**config.mk**
```make
export PLATFORM = sky130hd
export DESIGN_NAME = dendrite_integrate_neuron
export DESIGN_NICKNAME = d
export VERILOG_FILES = /design/src/design/din_pkg.sv /design/src/design/din_lane.sv /design/src/design/din_merge.sv /design/src/design/dendrite_integrate_neuron.sv
export SDC_FILE = /design/constraint.sdc
export NUM_CORES = 2
export LEC_CHECK = 0
export BUFFER_PORTS_ARGS = -buffer_cell sky130_fd_sc_hd__buf_4
export CAP_MARGIN = 20
export CORE_AREA = 2 2 377 304
export DETAILED_ROUTE_END_ITERATION = 7
export DIE_AREA = 0 0 379 306
export PLACE_DENSITY = 0.68
export SYNTH_ARGS = -nofsm -noshare
export SYNTH_HDL_FRONTEND = slang
export SYNTH_HIERARCHICAL = 1
export SYNTH_SLANG_ARGS = --single-unit
```
**constraint.sdc**
```tcl
create_clock -name clk_i -period 10.9 [get_ports clk_i]
set_input_delay 2.725 -clock clk_i [delete_from_list [all_inputs] [get_ports clk_i]]
set_output_delay 2.725 -clock clk_i [all_outputs]
set_load 0.03 [all_outputs]
```
**src/design/din_pkg.sv**
```systemverilog
`default_nettype none

package din_pkg;

  localparam int unsigned NUM_LANES = 4;

  // pulse and learning window lengths
  localparam logic [7:0]  PULSE_LEN    = 8'd128;
  localparam logic [10:0] LEARN_WINDOW = 11'd1024;
  // LEARN_WINDOW is a power of two: the learning divide is this shift
  localparam int unsigned LEARN_SHIFT  = 10;

  localparam logic [15:0] GAIN_RESET  = 16'd1000;
  localparam logic [14:0] LIMIT_RESET = 15'd32767;

  localparam logic [15:0] WEIGHT_INIT [NUM_LANES] = '{16'd15000, 16'd8000, 16'd8000, 16'd15000};

  typedef enum logic [0:0] {
    CFG_LEARN_GAIN   = 1'b0,
    CFG_WEIGHT_LIMIT = 1'b1
  } cfg_reg_e;

  // per-lane tick request
  typedef struct packed {
    logic accept;
    logic excite;
    logic inhibit;
    logic decay;
    logic learn;
  } tick_t;

  // per-lane view of current state, for the merge stage
  typedef struct packed {
    logic        active;
    logic [15:0] contrib;
  } lane_out_t;

endpackage

`default_nettype wire

```
**src/design/din_lane.sv**
```systemverilog
`default_nettype none

module din_lane #(
  parameter logic [15:0] WeightInit = 16'd8000
) (
  input  wire logic              clk_i,
  input  wire logic              rst_ni,
  input  wire din_pkg::tick_t    tick_i,
  input  wire logic [15:0]       gain_i,
  input  wire logic [14:0]       limit_i,
  output din_pkg::lane_out_t     lane_o
);
  import din_pkg::*;

  logic [15:0] weight_q, weight_d;
  logic [15:0] resid_q, resid_d;
  logic        act_q, act_d;
  logic        inh_q, inh_d;
  logic [7:0]  cnt_q, cnt_d;
  logic [10:0] since_q, since_d;

  logic               flag, act_mid, inh_mid, ended;
  logic [7:0]         cnt_mid, cnt_inc;
  logic [10:0]        since_mid, since_new, age;
  logic [15:0]        res_mid, res_dec, w_learn, w_signed;
  logic signed [21:0] r_ext, r63, r_bias, r_shift;
  logic [26:0]        prod;
  logic [16:0]        inc;
  logic [17:0]        w_sum;

  always_comb begin
    // pulse flags: inhibitory wins
    flag    = tick_i.excite | tick_i.inhibit;
    inh_mid = flag ? tick_i.inhibit : inh_q;
    act_mid = flag | act_q;
    cnt_mid = flag ? 8'd0 : cnt_q;

    since_mid = (act_mid && (cnt_mid == 8'd0)) ? 11'd0 : since_q;
    cnt_inc   = cnt_mid + 8'd1;
    ended     = act_mid && (cnt_inc >= PULSE_LEN);

    act_d = act_mid && !ended;
    inh_d = inh_mid;
    cnt_d = act_mid ? (ended ? 8'd0 : cnt_inc) : cnt_mid;

    res_mid = resid_q;
    if (ended) begin
      res_mid = inh_mid ? (resid_q - weight_q) : (resid_q + weight_q);
    end

    since_new = (since_mid < LEARN_WINDOW) ? (since_mid + 11'd1) : since_mid;

    // residual * 63 / 64, truncating toward zero
    r_ext   = {{6{res_mid[15]}}, res_mid};
    r63     = (r_ext <<< 6) - r_ext;
    r_bias  = r63 + (r63[21] ? 22'sd63 : 22'sd0);
    r_shift = r_bias >>> 6;
    res_dec = r_shift[15:0];
    resid_d = tick_i.decay ? res_dec : res_mid;

    // Hebbian gain, clamped to the limit
    age     = LEARN_WINDOW - since_new;
    prod    = {16'd0, age} * {11'd0, gain_i};
    inc     = prod[LEARN_SHIFT +: 17];
    w_sum   = {2'b00, weight_q} + {1'b0, inc};
    w_learn = (w_sum > {3'b000, limit_i}) ? {1'b0, limit_i} : w_sum[15:0];

    weight_d = weight_q;
    since_d  = since_new;
    if (tick_i.learn) begin
      if (since_new < LEARN_WINDOW) begin
        weight_d = w_learn;
      end
      since_d = LEARN_WINDOW;
    end
  end

  always_ff @(posedge clk_i or negedge rst_ni) begin
    if (!rst_ni) begin
      weight_q <= WeightInit;
      resid_q  <= '0;
      act_q    <= 1'b0;
      inh_q    <= 1'b0;
      cnt_q    <= PULSE_LEN;
      since_q  <= LEARN_WINDOW;
    end else if (tick_i.accept) begin
      weight_q <= weight_d;
      resid_q  <= resid_d;
      act_q    <= act_d;
      inh_q    <= inh_d;
      cnt_q    <= cnt_d;
      since_q  <= since_d;
    end
  end

  always_comb begin
    w_signed = act_q ? (inh_q ? (16'd0 - weight_q) : weight_q) : 16'd0;
    lane_o.active  = act_q;
    lane_o.contrib = resid_q + w_signed;
  end

endmodule

`default_nettype wire

```
**src/design/din_merge.sv**
```systemverilog
`default_nettype none

module din_merge (
  input  wire logic                 clk_i,
  input  wire logic                 rst_ni,
  input  wire din_pkg::lane_out_t   lane_i [din_pkg::NUM_LANES],
  input  wire logic                 accept_i,
  input  wire logic                 out_ready_i,
  output logic                      in_ready_o,
  output logic                      out_valid_o,
  output logic [15:0]               potential_o,
  output logic [din_pkg::NUM_LANES-1:0] mask_o
);
  import din_pkg::*;

  // pend_q: lane state holds a word whose result is not yet sampled
  logic pend_q, pend_d;
  logic oval_q, oval_d;
  logic out_move, load;
  logic [15:0] pot_q, pot_sum;
  logic [NUM_LANES-1:0] mask_q, mask_sum;

  always_comb begin
    pot_sum = '0;
    for (int l = 0; l < NUM_LANES; l++) begin
      pot_sum     = pot_sum + lane_i[l].contrib;
      mask_sum[l] = lane_i[l].active;
    end
  end

  always_comb begin
    out_move   = !oval_q || out_ready_i;
    load       = pend_q && out_move;
    in_ready_o = !pend_q || out_move;
    pend_d     = accept_i ? 1'b1 : (load ? 1'b0 : pend_q);
    oval_d     = load ? 1'b1 : (out_ready_i ? 1'b0 : oval_q);
  end

  always_ff @(posedge clk_i or negedge rst_ni) begin
    if (!rst_ni) begin
      pend_q <= 1'b0;
      oval_q <= 1'b0;
    end else begin
      pend_q <= pend_d;
      oval_q <= oval_d;
    end
  end

  always_ff @(posedge clk_i) begin
    if (load) begin
      pot_q  <= pot_sum;
      mask_q <= mask_sum;
    end
  end

  assign out_valid_o = oval_q;
  assign potential_o = pot_q;
  assign mask_o      = mask_q;

endmodule

`default_nettype wire

```
**src/design/dendrite_integrate_neuron.sv**
```systemverilog
// Four-dendrite integrating neuron, one tick per input word.
// Throughput: one word per cycle while the result stream is not stalled; the
// four dendrite lanes register their state on an accepted word (per-lane 11x16
// learning multiply), then the merge stage registers the summed result word.
// A stalled result word holds off input once a further word waits in the lanes.
// Reset (rst_ni, async, active low): weights 15000/8000/8000/15000, residuals
// zero, dendrites off, learn_gain 1000, weight_limit 32767, output empty.
`default_nettype none

module dendrite_integrate_neuron (
  input  wire logic        clk_i,
  input  wire logic        rst_ni,
  // input stream
  input  wire logic        s_tvalid_i,
  output logic             s_tready_o,
  // [3:0] pulse_excite, [7:4] pulse_inhibit, [8] do_decay, [9] do_learn, [15:10] zero
  input  wire logic [15:0] s_tdata_i,
  // result stream
  output logic             m_tvalid_o,
  input  wire logic        m_tready_i,
  // [15:0] potential (signed), [19:16] active_mask, [23:20] zero
  output logic [23:0]      m_tdata_o,
  // configuration write port
  input  wire logic        cfg_we_i,
  input  wire logic [0:0]  cfg_idx_i,
  input  wire logic [15:0] cfg_wdata_i
);
  import din_pkg::*;

  logic [15:0] gain_q;
  logic [14:0] limit_q;

  logic                 accept;
  logic [3:0]           excite, inhibit;
  logic                 do_decay, do_learn;
  tick_t                tick [NUM_LANES];
  lane_out_t            lane_out [NUM_LANES];
  logic [15:0]          potential;
  logic [NUM_LANES-1:0] mask;

  // configuration registers; the user must write only while idle (not enforced here)
  always_ff @(posedge clk_i or negedge rst_ni) begin
    if (!rst_ni) begin
      gain_q  <= GAIN_RESET;
      limit_q <= LIMIT_RESET;
    end else if (cfg_we_i) begin
      unique case (cfg_reg_e'(cfg_idx_i))
        CFG_LEARN_GAIN:   gain_q  <= cfg_wdata_i;
        CFG_WEIGHT_LIMIT: limit_q <= cfg_wdata_i[14:0];
        default: ;
      endcase
    end
  end

  // unpack the input word
  assign accept   = s_tvalid_i && s_tready_o;
  assign excite   = s_tdata_i[3:0];
  assign inhibit  = s_tdata_i[7:4];
  assign do_decay = s_tdata_i[8];
  assign do_learn = s_tdata_i[9];

  // one lane per dendrite; state only advances on an accepted word
  for (genvar l = 0; l < NUM_LANES; l++) begin : g_lane
    assign tick[l] = '{accept:  accept,
                       excite:  excite[l],
                       inhibit: inhibit[l],
                       decay:   do_decay,
                       learn:   do_learn};

    din_lane #(
      .WeightInit(WEIGHT_INIT[l])
    ) u_lane (
      .clk_i  (clk_i),
      .rst_ni (rst_ni),
      .tick_i (tick[l]),
      .gain_i (gain_q),
      .limit_i(limit_q),
      .lane_o (lane_out[l])
    );
  end

  // merge stage: sums lane contributions into the output register
  din_merge u_merge (
    .clk_i      (clk_i),
    .rst_ni     (rst_ni),
    .lane_i     (lane_out),
    .accept_i   (accept),
    .out_ready_i(m_tready_i),
    .in_ready_o (s_tready_o),
    .out_valid_o(m_tvalid_o),
    .potential_o(potential),
    .mask_o     (mask)
  );

  assign m_tdata_o = {4'd0, mask, potential};

endmodule

`default_nettype wire
```
==> impl.org <==
** Run status
- The flow ran to the end, but the final reports show violations.
- Violated checks :: negative setup slack

** Detailed routing
- Residual DRC :: 0
- Via count :: 50,800
- Via density per instance :: 5.65
- The detail route stage leaves a number of antenna-violating nets equal to 0.
- Avg WL per Cell :: 17.9 um
- The first detailed-routing pass took 6 iterations.
- For this block, the initial DRC count from the detailed router was 3,735.
- Total wirelength of the detailed-routed design :: 161,000 um

** Critical path
- Worst Path Required :: 11,360 ps
- The largest single stage delay on the critical path is 580 ps.
- The cell that appears most often on the critical path is sky130_fd_sc_hd__ha_4.
- In this run the worst path has a maximum fanout of 8.
- Classification of the worst setup path :: in2reg
- The worst setup path is captured at a register.
- The worst setup path is launched from an input port.
- The slowest stage of the critical path belongs to the cell sky130_fd_sc_hd__fa_1.
- For the worst setup path, the data arrival time is 13,120 ps.

** Placement
- Port bufs :: 53
- Half-perimeter wire length after placement :: 127,000 um
- The placed instances occupy a cell area of 62,500 um^2.
- Placer's final routability congestion estimate :: 0.941

** Global route
- The first global-routing pass estimated 258,000 um of wire.
- Vias in the first global route :: 49,200
- Aggregate global routing overflow :: 0
- The initial antenna violation count came to 1.
- Global-route total usage across every layer :: 27.3%
- Largest net degree at the start of global routing :: 72
- Grt met1 use :: 39.2%
- For this run, global-route usage on met3 was measured as 3.13%.
- Met2 GRT Util :: 43.7%
- The global routing stage identified its most utilized layer as met2.

** Floorplan
- Floorplan Core Area :: 112,000 um^2
- Full die area :: 116,000 um^2
- Total number of placement rows :: 110
- Starting Density :: 49.7%
- The floorplan step set the die width to 379 um.
- DIE HEIGHT :: 306 um
- Top-level I/O count :: 64

** Layout
- Layout Cell Area excl Fill :: 66,200 um^2
- Growth of design area from synthesis to finish :: 18.8%
- Highest-count cells in the layout ignoring fill and taps :: sky130_fd_sc_hd__inv_1 (955), sky130_fd_sc_hd__nand2_1 (849), sky130_fd_sc_hd__buf_4 (732)
- Fraction of layout cells with a size suffix above 1 :: 18.7%
- Most common library cell in the layout ignoring fill and taps :: sky130_fd_sc_hd__inv_1
- The net count of the finished layout is 8,645.
- The layout has 9,944 filler cells.

** STA
- Final setup TNS :: -90,120 ps
- Setup repair after global routing missed its margin :: true
- Slew at the pin closest to its max-slew limit :: 1130 ps
- Hold slack :: 476 ps
- The worst path uses 116% of the clock period.
- Total setup violations reported at the end of the flow :: 60
- Worst Setup Slack, final :: -1760 ps
- For the finished layout, the period the worst path requires is 12,660 ps.
- Worst-case clock skew :: 32.1 ps
- Relative slew margins :: 24.7%
- Based on the critical path, the design can be clocked at up to 0.0790 GHz.
- The number of endpoints with negative hold slack in the final report came to 0.
- The final-report max-slew violation count was 0.

** Logic synthesis
- Dividing the synthesized area by the synthesized cell count gives 8.10 um^2.
- Flops & latches, synth :: 265
- The synthesized netlist contains 126 unique library cells.
- The cell area that synthesis handed to floorplanning was 55,700 um^2.
- Seq/Total Area, Yosys :: 12.2%
- Post-synth top flop :: sky130_fd_sc_hd__dfrtp_1
- For this run, the number of Yosys warnings is 6.
- FFs w/ async S/R, synth :: 92.5%
- Yosys mapped a number of flops with a built-in enable equal to 20.
- Share of Yosys cell area claimed by the top area cell type :: 19.3%
- Largest area contributor in the netlist :: sky130_fd_sc_hd__fa_1
- By area the synthesized netlist is led by sky130_fd_sc_hd__fa_1 (19%), sky130_fd_sc_hd__ha_1 (14%), sky130_fd_sc_hd__dfrtp_1 (8.5%).
- Synthesis produced a netlist whose cell count is 6,871.

** Clocking
- Clock transition at the registers of the reported paths :: 60 ps
- Sinks on Clock Net :: 265
- TritonCTS built the clock tree.
- Clock tree synthesis inserted a total of 37 buffers.
- The later pin in the worst-skew pair is clocked with a latency of 600 ps.
- The cell sitting at the root of the clock tree is a sky130_fd_sc_hd__clkbuf_16.
- Buffer levels on the longest clock path :: 3
- Number of levels in the clock H-tree :: 2

** Min path
- The path class of the tightest hold or removal check is reg2reg.

** Run
- Max-cap viol count :: 0
## registers in the layout, summed over array words and instances, names as in the netlist
signal and flops:
gain_q 16, u_merge/out_valid_o 1, g_lane.u_lane/weight_q 64, g_lane.u_lane/resid_q 64, limit_q 15, g_lane.u_lane/act_q 4
g_lane.u_lane/since_q 44, g_lane.u_lane/cnt_q 32, u_merge/potential_o 16, g_lane.u_lane/inh_q 4, u_merge/mask_o 4, u_merge/pend_q 1
## cells in the mapped netlist, drive strengths merged, types with 55 or more instances
library cell and n:
and2 318, a21oi 339, a21o 130, mux2 68, xor2 175, clkbuf 218
o21a 60, and3 55, dfrtp 190, nor2 397, nand2 884, fa 538
nand3 144, nand2b 72, mux2i 67, nor2b 58, dfstp 55, nor3 115
o211ai 60, ha 619, inv 979, or3 75, xnor2 286, o21ai 253
## critical path, delay by kind of cell
kind | cells | cell delay (ps)
adders and majority gates | 11 | 3590
muxes | 2 | 400
buffers and inverters | 5 | 420
AOI/OAI and AO/OA | 21 | 3460
xor gates and xnor gates | 2 | 190
and+or+nand+nor | 17 | 2300
## final cells by class
type	count	area (um^2)	area share, %
Multi-Input combinational cell	5375	46300	69.9
Sequential cell	265	6800	10.3
Timing Repair Buffer	790	6260	9.46
Inverter	981	3680	5.57
Tap cell	1512	1890	2.86
Clock buffer	58	1120	1.69
Clock inverter	10	141	0.214
Antenna cell	1	2.50	0.00378
## logic make-up (layout without fill, tap and decap cells)
kind of cell	count (synthesis)	after routing	share of synthesized area, %
multiplexers	135	135	2.65
adder cells (fa/ha/maj)	1157	1157	33.3
other	1	5	0.00673
XOR/XNOR	461	462	7.29
buffers and inverters	1235	1839	8.50
flip-flops	265	265	12.2
AO/OA/AOI/OAI	1296	1296	15.6
AND/OR/NAND/NOR	2321	2321	20.5
## metrics by stage
step / util [%] / std cells / setup WS, ps
5_1_grt: 59.0 / 8991 / -2220
4_1_cts: 58.0 / 8938 / -1700
2_1_floorplan: - / 6874 / -1970
3_3_place_gp: 55.8 / 8806 / -2380
6_report: 59.0 / 8992 / -1760
3_5_place_dp: 55.8 / 8806 / -2590
## per-layer routing
metal	part of all wire (%)	vias to the layer above	routed length, um
met1	45	24800	72800
li1	-	24200	-
met3	6.5	228	10500
met2	46	1544	73700
met4	2.4	0	3840
met5	0	-	0
## worst paths after layout
kind,start,endpoint,slack (ps),depth (start not counted)
setup / recovery,s_tdata_i[3],g_lane[3].u_lane/weight_q[0],-1760,58
hold / removal,u_merge/pend_q,u_merge/out_valid_o,480,1
setup reg to reg,g_lane[3].u_lane/cnt_q[4],g_lane[3].u_lane/weight_q[0],-270,56
hold reg to reg,u_merge/pend_q,u_merge/out_valid_o,480,1
max in group asynchronous,rst_ni,g_lane[1].u_lane/weight_q[2],6680,3
min in group asynchronous,rst_ni,g_lane[0].u_lane/cnt_q[0],2070,1
## timing repair
action / in CTS / in global routing
pin swaps: 189 / 205
cloned: 4 / 0
buffers inserted: 61 / 59
gates resized for setup: 170 / 167
endpoints found under the setup margin: 60 / 61
hold buffers: 0 / 0
Power is not shown: default switching activity piles up to over one toggle a cycle in this logic, so the estimate is an artifact.
